### config.mk
export PLATFORM = sky130hd
export DESIGN_NAME = srrip_age
export DESIGN_NICKNAME = d
export VERILOG_FILES = /design/src/rtl/srrip_pkg.sv /design/src/rtl/srrip_age.sv
export SDC_FILE = /design/constraint.sdc
export NUM_CORES = 1
export LEC_CHECK = 0
export BUFFER_PORTS_ARGS = -buffer_cell sky130_fd_sc_hd__clkbuf_2
export CAP_MARGIN = 25
export CORE_MARGIN = 4
export CORE_UTILIZATION = 45
export DETAILED_ROUTE_END_ITERATION = 16
export PLACE_DENSITY = 0.74
export SLEW_MARGIN = 20
export SYNTH_ARGS = -nofsm -noshare
export SYNTH_HDL_FRONTEND = slang
export SYNTH_SLANG_ARGS = --single-unit
### constraint.sdc
create_clock -name vclk -period 32
set_input_delay 6.4 -clock vclk [all_inputs]
set_output_delay 6.4 -clock vclk [all_outputs]
set_load 0.03 [all_outputs]
### src/rtl/srrip_pkg.sv
`default_nettype none
package srrip_pkg;

  localparam int unsigned SETS_DEF           = 2048;
  localparam int unsigned WAYS_DEF           = 16;
  localparam int unsigned HISTORY_LENGTH_DEF = 4;
  localparam int unsigned TABLE_ENTRIES_DEF  = 128;
  localparam int unsigned SIGNATURE_BITS_DEF = 5;

  localparam int unsigned SET_W   = 11;
  localparam int unsigned WAY_W   = 4;
  localparam int unsigned ADDR_W  = 64;
  localparam int unsigned PC_W    = 7;
  localparam int unsigned DELTA_W = 32;
  localparam int unsigned CFG_W   = 3;
  localparam int unsigned CFG_IDX_W = 2;

  localparam int unsigned RRPV_W = 2;
  localparam logic [RRPV_W-1:0] RRPV_TOP = 2'((1 << RRPV_W) - 1);
  localparam int unsigned CTR_BITS = 2;
  localparam logic [CTR_BITS-1:0] CTR_MAX   = 2'((1 << CTR_BITS) - 1);
  localparam logic [CTR_BITS-1:0] CTR_MID   = 2'((1 << CTR_BITS) / 2);
  localparam logic [CTR_BITS-1:0] CTR_RESET = 2'd1;
  localparam logic [PC_W-1:0] SIG_STORE_MASK = 7'h1f;

  localparam logic CMD_QUERY  = 1'b0;
  localparam logic CMD_UPDATE = 1'b1;

  localparam logic [CFG_IDX_W-1:0] CFG_THRESHOLD = 2'd0;
  localparam logic [CFG_IDX_W-1:0] CFG_FAVORED   = 2'd1;
  localparam logic [CFG_IDX_W-1:0] CFG_DISTANT   = 2'd2;

  localparam logic [2:0] THRESHOLD_RST = 3'd3;
  localparam logic [1:0] FAVORED_RST   = 2'd1;
  localparam logic [1:0] DISTANT_RST   = 2'd2;

  typedef enum logic [2:0] {
    ST_CLEAR = 3'b001,
    ST_IDLE  = 3'b010,
    ST_EXEC  = 3'b100
  } state_e;

  // reduce modulo a constant by conditional subtraction
  function automatic logic [15:0] mod_red(input logic [15:0] v, input int unsigned m);
    logic [31:0] r;
    r = {16'b0, v};
    for (int k = 15; k >= 0; k--) begin
      if (r >= (32'(m) << k)) begin
        r = r - (32'(m) << k);
      end
    end
    return r[15:0];
  endfunction

endpackage
`default_nettype wire

### src/rtl/srrip_age.sv
`default_nettype none
module srrip_age import srrip_pkg::*; #(
  parameter int unsigned WAYS = WAYS_DEF
) (
  input  wire logic [WAYS*RRPV_W-1:0] row_i,
  output logic      [WAYS*RRPV_W-1:0] aged_o,
  output logic      [$clog2(WAYS)-1:0] victim_o
);

  localparam int unsigned WW = $clog2(WAYS);

  logic [RRPV_W-1:0] mx;
  logic [RRPV_W-1:0] step;
  logic [WAYS-1:0] hit_max;

  always_comb begin
    mx = '0;
    for (int i = 0; i < WAYS; i++) begin
      if (row_i[i*RRPV_W +: RRPV_W] > mx) begin
        mx = row_i[i*RRPV_W +: RRPV_W];
      end
    end
    step = RRPV_TOP - mx;
    for (int i = 0; i < WAYS; i++) begin
      aged_o[i*RRPV_W +: RRPV_W] = row_i[i*RRPV_W +: RRPV_W] + step;
      hit_max[i] = (row_i[i*RRPV_W +: RRPV_W] == mx);
    end
    victim_o = '0;
    for (int i = WAYS - 1; i >= 0; i--) begin
      if (hit_max[i]) begin
        victim_o = WW'(i);
      end
    end
  end

endmodule
`default_nettype wire

# Yosys cells after proc, flatten, opt, wreduce, memory -nomap -nowiden
# Index checks and enable logic that the tools add are counted.
[classes]
mux = 32
add_sub_neg = 17
shift = 0
mul = 0
n_div = 0
bitwise = 0
n_lt_le_gt_ge = 16
reduce_logical = 0
eq_ne = 16
[ops]
columns = ["op", "count"]
rows = [
  ["4-bit two-way mux", 16],
  ["2-bit adder", 16],
  ["2-bit equality test", 16],
  ["2-bit two-way mux", 16],
  ["2-bit > comparator", 15],
  ["2-bit by 1-bit > comparator with 1-bit output, second input constant", 1],
  ["2-bit subtractor, first input constant", 1],
]
[totals]
n_memories = 0
reg_bits = 0
ram_bits = 0
word_cells = 81
romBits = 0
output_inout_bits = 36
latchBits = 0

# Logic depth before layout (Yosys ltp)
[logic_depth]
word_depth = 49
ltp_mapped = 83

# Worst setup path before layout
# Ideal clock, no wire load.
[synth_timing]
path_type = "input port to output port"
start = "input row_i[1]"
end = "output victim_o[0]"
path_slack_ns = 4.350
stages = 83
arrival_time_ns = 21.250
path_cell_list = "inv_1 -> ha_1 -> mux2_4 -> a221oi_4 -> nand2_1 -> ha_1 -> inv_1 -> o221a_2 -> a31oi_1 -> ha_1 -> nor2b_1 -> nor2_1 -> a311oi_4 -> a21o_2 -> ha_1 -> nand2b_1 -> nand2_1 -> mux2_2 -> [47 not listed] -> ha_1 -> nand2b_1 -> o21ai_0 -> nor2_1 -> a21oi_1 -> ha_1 -> nand2_1 -> o21ai_0 -> mux2_2 -> a31o_1 -> ha_1 -> nor4b_1 -> o31ai_1 -> a31oi_1 -> nor2_1 -> a2111oi_0 -> o41ai_1 -> a31oi_1"
[synth_between]
elab_chain_cells = 49
word_cells_on_any_way = 64
cone_classes = "16 x order compare; 16 x eq/ne; 32 x mux"
[synth_lines]
columns = ["element", "line", "rtl"]
rows = [
  ["from (decl)", "srrip_age.sv:5", "input wire logic [WAYS*RRPV_W-1:0] row_i,"],
  ["2-bit by 1-bit > comparator with 1-bit output", "srrip_age.sv:19", "if (row_i[i*RRPV_W +: RRPV_W] > mx) begin"],
  ["2-bit two-way mux", "srrip_age.sv:19", ""],
  ["2-bit > comparator", "srrip_age.sv:19", ""],
  ["2-bit two-way mux", "srrip_age.sv:19", ""],
  ["2-bit > comparator", "srrip_age.sv:19", ""],
  ["2-bit two-way mux", "srrip_age.sv:19", ""],
  ["2-bit > comparator", "srrip_age.sv:19", ""],
  ["2-bit two-way mux", "srrip_age.sv:19", ""],
  ["[19 not listed]", "--", ""],
  ["2-bit two-way mux", "srrip_age.sv:19", ""],
  ["2-bit > comparator", "srrip_age.sv:19", ""],
  ["2-bit two-way mux", "srrip_age.sv:19", ""],
  ["2-bit > comparator", "srrip_age.sv:19", ""],
  ["2-bit two-way mux", "srrip_age.sv:19", ""],
  ["2-bit equality test", "srrip_age.sv:26", "hit_max[i] = (row_i[i*RRPV_W +: RRPV_W] == mx);"],
  ["4-bit two-way mux (15 in a row)", "srrip_age.sv:30", "if (hit_max[i]) begin"],
  ["4-bit two-way mux *", "srrip_age.sv:30", ""],
  ["to (decl)", "srrip_age.sv:7", "output logic [$clog2(WAYS)-1:0] victim_o"],
]
# Mark *: on every way between the ends. The rest lies on a longest branch, timed or not.

# Worst setup path in the final report
[layout_timing]
start = "input row_i[3]"
end = "output victim_o[0]"
[layout_between]
elab_chain_cells = 47
word_cells_on_any_way = 62
cone_classes = "15 x order compare; 16 x eq/ne; 31 x mux"
[layout_lines]
columns = ["element", "line"]
rows = [
  ["2-bit > comparator", "srrip_age.sv:19"],
  ["2-bit two-way mux", "srrip_age.sv:19"],
  ["2-bit > comparator", "srrip_age.sv:19"],
  ["2-bit two-way mux", "srrip_age.sv:19"],
  ["2-bit > comparator", "srrip_age.sv:19"],
  ["2-bit two-way mux", "srrip_age.sv:19"],
  ["2-bit > comparator", "srrip_age.sv:19"],
  ["2-bit two-way mux", "srrip_age.sv:19"],
  ["[17 not listed]", "--"],
  ["2-bit two-way mux", "srrip_age.sv:19"],
  ["2-bit > comparator", "srrip_age.sv:19"],
  ["2-bit two-way mux", "srrip_age.sv:19"],
  ["2-bit > comparator", "srrip_age.sv:19"],
  ["2-bit two-way mux", "srrip_age.sv:19"],
  ["2-bit equality test", "srrip_age.sv:26"],
  ["4-bit two-way mux (15 in a row)", "srrip_age.sv:30"],
  ["4-bit two-way mux *", "srrip_age.sv:30"],
]
# Marks and branches as above.

==> flow_summary.ini <==
[synth]
netlist_instances = 319
synth-compound-area-share_pct = 29.2
yosysWarningCount = 0
syn_area_um2 = 2410
muxShareOfSynthArea_pct = 3.07
synthAdderAreaFrac_pct = 32.2
synth_top_family_by_area = adder cells
synthDistinctLibCells = 64
yosysTopAreaCell = ha_1
synthSimpleGateAreaFrac_pct = 16.6
synth.area.top_cells = ha_1 32%, xnor2_1 7.6%, inv_1 6.6%, nand2_1 4.2%, xor2_1 3.6%
synth_top_cell_area_share_pct = 32.2
syn_nets = 413
avgSynthCellArea_um2 = 7.54
synthXorXnorAreaFrac_pct = 11.3
synth_seq_area_share_pct = 0

[job]
drv_cap = 0

[layout]
fin_nets = 480
fill_cells = 514
utilization_pct = 54.9
seq_area_um2 = 0
diodes = 0
nClkBuffers = 0
drive_above_1_share_pct = 22.7
instances_no_fill = 454
layout.cells.most_common = clkbuf_2
areaGrowthSynthToFinish_pct = 17.2
multiInputGateArea_um2 = 2220
final_cell_mix = 68 x clkbuf_2, 62 x ha_1, 42 x inv_1
seq_cells = 0

[drt]
drc = 0
vias = 2449
drtIter0Drc = 75
vias_per_cell = 5.39
ant_nets = 0
wirelength_mm = 5.70
drt_first_pass_iters = 4
wl_per_cell_um = 12.6

[power]
leakagePower_uw = 0.00153
power_uw = 185
vdd_drop_max_v = 0.0000393
p_per_area_nw_per_um2 = 65.6

[placed_design]
post-dp-hpwl_mm = 4.93
io_buffer_count = 68
gp_congestion = 0.867
dp_cells = 454

[clock_network]
post_cts_buffers = 0
cts_resized = 0
cts_hold_buf = 0

[min_path]
min_path_type = primary input to primary output
worst_hold_path.num_cells = 3

[worst_setup_path]
crit_type = primary input to primary output
slowest_delay_ns = 0.49
cp_max_fo = 16
path_common_cell = ha_1
start_kind = primary input
end_kind = primary output
slowest_stage = ha_1
worstPathRequired_ns = 25.60
cp.arrival_ns = 23.07

[sta]
tns_ns = 0
tightest_slew_ns = 0.734
rsz0062_at_grt = false
fmax_mhz = 33.9
fin_hold_ws_ns = 13.17
finalSetupViolations = 0
finalCritPeriodShare_pct = 92.1
relSlewSlack_pct = 51.1
hold_viol_final = 0
final.min_clock_period_ns = 29.47
report.final.slew_viol_count = 0

[floorplan]
fp.dieH_um = 81.1
die_w_um = 81.1
ios = 68
rows = 26
core_area_um2 = 5140
start_util_pct = 46.8
die_area_um2 = 6580

[grt]
grt_pass1_vias = 2167
grt_max_degree = 40
grt_first_pass_wirelength_mm = 9.32
grt.total_usage_pct = 17.0
antenna_found_initial = 0
grt_overflow = 0

[status]
status = finished clean
[per-layer routing]
metal | GRT usage (%) | vias up | part of all wire (%)
li1 | - | 1295 | -
met1 | 23.9 | 1076 | 48
met2 | 28.9 | 72 | 45
met3 | 0.665 | 6 | 5.0
met4 | 3.04 | 0 | 1.7
met5 | 0 | - | 0
[cells by family (layout without fill, tap and decap cells)]
family | after synthesis | after routing
AOI/OAI and AO/OA | 91 | 91
and+or+nand+nor | 82 | 82
adders and majority gates | 62 | 62
buffers and inverters | 47 | 112
xor gates and xnor gates | 31 | 31
muxes | 6 | 6
[worst max-delay path: cells and delay by family]
kind,cells,cell delay (ns)
AOI/OAI and AO/OA,32,7.36
muxes,5,1.72
buffers and inverters,9,0.67
adders and majority gates,16,4.13
and+or+nand+nor,22,2.76
[cell usage after synthesis, drive strengths merged (2+ instances only)]
master and count:
inv 43, buf 4, o21a 3, a21o 3, o31ai 3, o21bai 3, o21ba 2, a31oi 12
and3 2, xnor2 21, a311oi 2, o21ai 12, o22ai 5, nor2b 4, o22a 2, a221oi 5
nand2b 11, a2111oi 2, nand2 27, a22oi 5, ha 62, nor2 22, nand3 3, o211ai 4
mux2 5, and3b 2, a211oi 5, a21oi 10, xor2 10
[per-stage QoR]
stage	setup WS [ns]	area, µm²
finish	2.53	2820
global route	1.21	2820
CTS	2.49	2820
detailed placement	2.53	2820
global placement	2.98	2820
floorplan	4.35	2410
[final cells by class]
type	count	area share, %
Multi-Input combinational cell	272	78.8
Timing Repair Buffer	69	12.3
Inverter	43	5.72
Tap cell	70	3.11
[path summary, 6_finish.rpt]
check	to	slack, ns	startpoint
max	victim_o[0]	2.53	row_i[3]
min	aged_o[19]	13.17	row_i[19]
[report_power, final]
| group | internal (µW) | switching (µW) |
|---|---|---|
| Sequential | 0 | 0 |
| Combinational | 64.5 | 121 |
| Clock | 0 | 0 |
| Total | 64.5 | 121 |
Power figures use the tool's default switching activity.
