<file path="config.mk">
export PLATFORM = sky130hd
export DESIGN_NAME = srrip_det
export DESIGN_NICKNAME = d
export VERILOG_FILES = /design/src/rtl/srrip_pkg.sv /design/src/rtl/srrip_det.sv
export SDC_FILE = /design/constraint.sdc
export NUM_CORES = 1
export LEC_CHECK = 0
export BUFFER_PORTS_ARGS = -buffer_cell sky130_fd_sc_hd__buf_2
export CAP_MARGIN = 15
export CORE_AREA = 4 4 174 176
export DETAILED_ROUTE_END_ITERATION = 7
export DIE_AREA = 0 0 178 180
export GPL_TIMING_DRIVEN = 0
export PLACE_DENSITY = 0.57
export SYNTH_ARGS = -nofsm -noshare
export SYNTH_HDL_FRONTEND = slang
export SYNTH_SLANG_ARGS = --single-unit
</file>
<file path="constraint.sdc">
create_clock -name vclk -period 4.85
set_clock_uncertainty 0.05 [all_clocks]
set_input_delay 0.2425 -clock vclk [all_inputs]
set_output_delay 0.2425 -clock vclk [all_outputs]
set_load 0.005 [all_outputs]
</file>
<file path="src/rtl/srrip_pkg.sv">
`default_nettype none
package srrip_pkg;

  localparam int unsigned SETS_DEF           = 2048;
  localparam int unsigned WAYS_DEF           = 16;
  localparam int unsigned HISTORY_LENGTH_DEF = 4;
  localparam int unsigned TABLE_ENTRIES_DEF  = 128;
  localparam int unsigned SIGNATURE_BITS_DEF = 5;

  localparam int unsigned SET_W   = 11;
  localparam int unsigned WAY_W   = 4;
  localparam int unsigned ADDR_W  = 64;
  localparam int unsigned PC_W    = 7;
  localparam int unsigned DELTA_W = 32;
  localparam int unsigned CFG_W   = 3;
  localparam int unsigned CFG_IDX_W = 2;

  localparam int unsigned RRPV_W = 2;
  localparam logic [RRPV_W-1:0] RRPV_TOP = 2'((1 << RRPV_W) - 1);
  localparam int unsigned CTR_BITS = 2;
  localparam logic [CTR_BITS-1:0] CTR_MAX   = 2'((1 << CTR_BITS) - 1);
  localparam logic [CTR_BITS-1:0] CTR_MID   = 2'((1 << CTR_BITS) / 2);
  localparam logic [CTR_BITS-1:0] CTR_RESET = 2'd1;
  localparam logic [PC_W-1:0] SIG_STORE_MASK = 7'h1f;

  localparam logic CMD_QUERY  = 1'b0;
  localparam logic CMD_UPDATE = 1'b1;

  localparam logic [CFG_IDX_W-1:0] CFG_THRESHOLD = 2'd0;
  localparam logic [CFG_IDX_W-1:0] CFG_FAVORED   = 2'd1;
  localparam logic [CFG_IDX_W-1:0] CFG_DISTANT   = 2'd2;

  localparam logic [2:0] THRESHOLD_RST = 3'd3;
  localparam logic [1:0] FAVORED_RST   = 2'd1;
  localparam logic [1:0] DISTANT_RST   = 2'd2;

  typedef enum logic [2:0] {
    ST_CLEAR = 3'b001,
    ST_IDLE  = 3'b010,
    ST_EXEC  = 3'b100
  } state_e;

  // reduce modulo a constant by conditional subtraction
  function automatic logic [15:0] mod_red(input logic [15:0] v, input int unsigned m);
    logic [31:0] r;
    r = {16'b0, v};
    for (int k = 15; k >= 0; k--) begin
      if (r >= (32'(m) << k)) begin
        r = r - (32'(m) << k);
      end
    end
    return r[15:0];
  endfunction

endpackage
`default_nettype wire

</file>
<file path="src/rtl/srrip_det.sv">
`default_nettype none
module srrip_det import srrip_pkg::*; #(
  parameter int unsigned HISTORY_LENGTH = HISTORY_LENGTH_DEF
) (
  input  wire logic [ADDR_W-1:0]                 last_i,
  input  wire logic [HISTORY_LENGTH*DELTA_W-1:0] hist_i,
  input  wire logic [$clog2(HISTORY_LENGTH)-1:0] ptr_i,
  input  wire logic                              strm_i,
  input  wire logic [ADDR_W-1:0]                 addr_i,
  input  wire logic [CFG_W-1:0]                  thr_i,
  output logic      [ADDR_W-1:0]                 last_o,
  output logic      [HISTORY_LENGTH*DELTA_W-1:0] hist_o,
  output logic      [$clog2(HISTORY_LENGTH)-1:0] ptr_o,
  output logic                                   strm_o
);

  localparam int unsigned PW = $clog2(HISTORY_LENGTH);
  localparam int unsigned CNT_W = $clog2(HISTORY_LENGTH + 1);

  logic [DELTA_W-1:0] delta;
  logic [ADDR_W-1:0] diff;
  logic [HISTORY_LENGTH*DELTA_W-1:0] hist_new;
  logic [HISTORY_LENGTH-1:0] match;
  logic [CNT_W-1:0] cnt;

  always_comb begin
    diff = addr_i - last_i;
    delta = diff[DELTA_W-1:0];
    hist_new = hist_i;
    hist_new[ptr_i*DELTA_W +: DELTA_W] = delta;
    for (int i = 0; i < HISTORY_LENGTH; i++) begin
      match[i] = (hist_new[i*DELTA_W +: DELTA_W] == delta);
    end
    cnt = CNT_W'($countones(match));
    last_o = addr_i;
    if (last_i != '0) begin
      hist_o = hist_new;
      ptr_o  = (ptr_i == PW'(HISTORY_LENGTH - 1)) ? '0 : ptr_i + 1'b1;
      strm_o = (32'(cnt) >= 32'(thr_i));
    end else begin
      hist_o = hist_i;
      ptr_o  = ptr_i;
      strm_o = strm_i;
    end
  end

endmodule
`default_nettype wire

</file>
; Yosys cells after proc, flatten, opt, wreduce, memory -nomap -nowiden
; Index checks and enable logic that the tools add are counted.
[totals]
reg_bits = 0
latchBits = 0
mem_bits_rw = 0
romBits = 0
in_bits = 262
output_inout_bits = 195
elab_cells = 20
n_memories = 0
[classes]
addsub = 6
multipliers = 0
div = 0
n_lt_le_gt_ge = 1
eq_ne = 5
shifts = 2
n_mux = 5
n_bitwise = 0
n_reduce_logical = 1
[op_table]
columns = operator, n
row1 = $bwmux W128, 1
row2 = $eq A32 B32 Y1, 4
row3 = $mux W128, 1
row4 = $shift A32 B34 Y128 const A, 1
row5 = $shiftx A32 B34 Y128, 1
row6 = $reduce_bool A64 Y1, 1
row7 = $neg A7 Y34, 1
row8 = $sub A32 B32 Y32, 1
row9 = $add A1 B1 Y2, 2
row10 = $mux W2, 2
row11 = $add A2 B2 Y3, 1
row12 = $ge A3 B3 Y1, 1
row13 = $add A2 B1 Y2 const B, 1
row14 = $eq A2 B2 Y1 const B, 1
row15 = $mux W1, 1

; Longest topological paths before layout
[depth]
ltp_word = 8
mapped_depth = 24
depth_no_buf = 22

; Least setup slack after synthesis
; OpenSTA, ideal clock, no wires.
[synth_timing]
kind = input port to output port
from = input port addr_i[0]
to = output port strm_o
arrival_ns = 4.792
required_time_ns = 4.558
path_slack_ns = -0.235
path_stages = 21
n_path_buf = 0
path_cell_list = inv_1 > ha_1 > fa_1 > nand2b_1 > a21o_1 > a2111o_1 > nand3b_1 > xnor2_1 > nor2_1 > nor4_1 > nand4b_1 > or4b_1 > a211o_1 > fa_1 > inv_1 > ha_1 > ha_1 > ha_1 > a21o_1 > a21oi_1 > a21oi_1
[synth_via]
elab_chain_cells = 8
elab_cells_between_ends = 12
cone_classes = add/sub (4) / order compare (1) / eq/ne (4) / shift (1) / mux (2)
[synth_lines]
columns = item, line_no
row1 = from (decl), srrip_det.sv:9  ; input wire logic [ADDR_W-1:0] addr_i,
row2 = $sub A32 B32 Y32 *, srrip_det.sv:27  ; diff = addr_i - last_i;
row3 = $shiftx A32 B34 Y128, srrip_det.sv:30  ; hist_new[ptr_i*DELTA_W +: DELTA_W] = delta;
row4 = $bwmux W128, srrip_det.sv:30
row5 = $eq A32 B32 Y1, srrip_det.sv:32  ; match[i] = (hist_new[i*DELTA_W +: DELTA_W] == delta);
row6 = $add A1 B1 Y2 (not written as such), srrip_det.sv:34  ; cnt = CNT_W'($countones(match));
row7 = $add A2 B2 Y3 (not written as such) *, srrip_det.sv:34
row8 = $ge A3 B3 Y1 *, srrip_det.sv:39  ; strm_o = (32'(cnt) >= 32'(thr_i));
row9 = $mux W1 *, srrip_det.sv:36  ; if (last_i != '0) begin
row10 = to (decl), srrip_det.sv:14  ; output logic strm_o
; Mark *: on every way between the ends. The rest lies on a longest branch, timed or not.

; Worst setup path after layout
; Ends and elaborated chain as after synthesis.

==> results.sh <==
export IMPL_hold_class="in2out"
export IMPL_post_synth_instance_area_um2=7230
export IMPL_use_met1=0.393
export IMPL_worst_endpoint_arrival_ns=5.48
export IMPL_antenna_violations_before_repair=7
export IMPL_synthDominantAreaCellType="sky130_fd_sc_hd__nand2_1"
export IMPL_use_met3=0.0517
export IMPL_drt_pass1_iter_count=6
export IMPL_die_h_um=180
export IMPL_syn_inst_count=1214
export IMPL_grt_pass1_vias=11200
export IMPL_final_setup_viol_count=1
export IMPL_final_cell_count_no_fill=2060
export IMPL_syn_nets=1521
export IMPL_crit_path_max_incr_delay_ns=0.71
export IMPL_floorplan_core_area_um2=28600
export IMPL_synth_to_layout_area_growth_pct=54.6
export IMPL_path_cells="buf_12 -> inv_12 -> ha_4 -> fa_2 -> xor2_4 -> clkbuf_8 -> a222oi_1 -> o21ai_1 -> a311oi_2 -> nand3_1 -> a2111oi_4 -> a41oi_2 -> nor4_2 -> nand4b_1 -> fa_1 -> inv_2 -> ha_4 -> inv_2 -> ha_4 -> nand2b_4 -> a21o_1 -> a21oi_4 -> a21oi_2 -> buf_2"
export IMPL_critical_path_slowest_cell="sky130_fd_sc_hd__a222oi_1"
export IMPL_fillerInstances=3166
export IMPL_grt_busiest_layer="met2"
export IMPL_route_final_wire_length_um=49700
export IMPL_multi_input_comb_area_um2=7100
export IMPL_achievable_frequency_mhz=173
export IMPL_failed_checks="negative setup slack"
export IMPL_ir_drop_mv=0.0531
export IMPL_crit_path_start_kind="primary input"
export IMPL_place_detailed_hpwl_um=41900
export IMPL_mean_area_per_synthesized_cell_um2=5.96
export IMPL_grt_max_degree=11
export IMPL_antenna_left=0
export IMPL_min_cycle_time_layout_ns=5.77
export IMPL_max_capacitance_violation_count=0
export IMPL_path_class="in2out"
export IMPL_slew_violations=0
export IMPL_postPlaceCellArea_um2=9920
export IMPL_slew_headroom=0.0753
export IMPL_starting_drt_drc_count=1045
export IMPL_totalNegativeSetupSlack_ns=-0.923
export IMPL_globalRouteMet2Util=0.464
export IMPL_seq_area_frac_synth=0
export IMPL_layout_cells_most_common_list="432 x sky130_fd_sc_hd__buf_2, 221 x sky130_fd_sc_hd__nand2_1, 148 x sky130_fd_sc_hd__o21ai_0"
export IMPL_final_seq_area_um2=0
export IMPL_setup_worst_path_end_class="primary output"
export IMPL_post_drt_wl_per_cell_um=24.1
export IMPL_ratio_of_cells_with_drive_above_1_in_the_final_layout=0.434
export IMPL_leading_cell_type_in_the_layout_fill_and_taps_excluded="sky130_fd_sc_hd__buf_2"
export IMPL_clockBufferCount=0
export IMPL_dp_worst_setup_slack_ns=-1.98
export IMPL_outcome="finished with violations"
export IMPL_vias=11700
export IMPL_power_per_cell_area_nw_per_um2=160
export IMPL_wire_length_of_the_first_global_routing_pass_um=71000
export IMPL_place_detailed_instances=2024
export IMPL_timing_final_crit_share=1.19
export IMPL_yosys_warnings=0
export IMPL_critPathMaxFanout=3
export IMPL_final_critical_path_setup_slack_ns=-0.923
export IMPL_cell_row_count=62
export IMPL_route_detailed_vias_per_inst=5.69
export IMPL_track_usage=0.286
export IMPL_power_leakage_nw=5.28
export IMPL_die_area_um2=32000
export IMPL_setup_repair_after_global_routing_missed_its_margin="true"
export IMPL_die_width_um=178
export IMPL_grt_overflow_total=0
export IMPL_num_io_pins=457
export IMPL_final_design_area_no_fill_um2=11200
export IMPL_place_gp_congestion=1.03
export IMPL_buffer_ports_inserted=425
export IMPL_effective_utilization_at_floorplan=0.253
export IMPL_finalHoldViolCount=0
export IMPL_num_nets_final=1982
export IMPL_tightest_slew_ns=1.38
export IMPL_netlist_area_leader_share=0.119
export IMPL_critical_path_top_cell_by_count="sky130_fd_sc_hd__ha_4"
export IMPL_yosysUniqueCellTypes=94
export IMPL_synth_top_cells_by_area="sky130_fd_sc_hd__nand2_1 12%, sky130_fd_sc_hd__o21ai_0 11%, sky130_fd_sc_hd__ha_1 7.4%"
export IMPL_cp_data_required_time_ns=4.56
export IMPL_route_detailed_drc=0
export IMPL_post_route_core_utilization=0.391
export IMPL_seq_cell_count=0
==> logic make-up after synthesis <==
group                      after synthesis  synth area share
xor gates and xnor gates                22            0.0266
and+or+nand+nor                        476             0.309
buffers and inverters                  210             0.147
adders and majority gates               45            0.0799
muxes                                    6           0.00934
AOI/OAI and AO/OA                      455             0.427
==> where the power goes <==
group             internal (W)  switching [W]         total, W
Sequential                   0              0                0
Combinational         0.000680        0.00111          0.00179
Clock          0.0000000000829              0  0.0000000000829
==> cell type report <==
type	count	area share
antenna	3	0.000671
buffer	141	0.0810
inverter	66	0.0233
multi-input combinational	1004	0.635
tap	384	0.0430
timing repair buffer	462	0.217
==> synthesized netlist by cell type, drive strengths merged, types with 8 or more instances <==
library cell and number:
xnor2 15, o211ai 23, and4 8, a22oi 16
or2 9, nor4 30, nor2 78, buf 101
o21ai 169, o22ai 14, a31oi 8, nand2 230
clkbuf 43, o221ai 10, ha 43, a21oi 73
nand2b 11, nand4 15, and2 9, and3 10
a21o 8, a21boi 8, a221oi 16, nor3 27
inv 64, nor2b 10, nand3 16, a222oi 14
==> through the flow <==
step / power [W] / hold WS (ns)
2_1_floorplan: 0.000864 / 0.516
3_3_place_gp: 0.00152 / 0.604
3_5_place_dp: 0.00152 / 0.603
4_1_cts: 0.00161 / 0.603
5_1_grt: 0.00190 / 0.607
6_report: 0.00179 / 0.601
==> worst max-delay path, delay by kind of cell <==
family | cells | cell delay [ns]
xor gates and xnor gates | 1 | 0.18
AOI/OAI and AO/OA | 8 | 2.12
buffers and inverters | 6 | 0.51
adders and majority gates | 5 | 1.59
and+or+nand+nor | 4 | 0.80
==> final timing paths <==
check / start / to / depth (start not counted)
setup / recovery: addr_i[0] / strm_o / 24
hold / removal: addr_i[42] / last_o[42] / 2
==> layer usage <==
metal / wire length, µm / up-vias
li1: - / 5380
met1: 21000 / 5529
met2: 22500 / 698
met3: 4760 / 113
met4: 1410 / 8
met5: 52 / -
==> repair_timing <==
item,in CTS,in global routing
setup buffers,11,25
gates resized for setup,76,149
pin swaps,23,45
endpoints found under the setup margin,1,1
hold buffers,0,0
gates cloned,0,0
(Power assumes the default switching activity.)
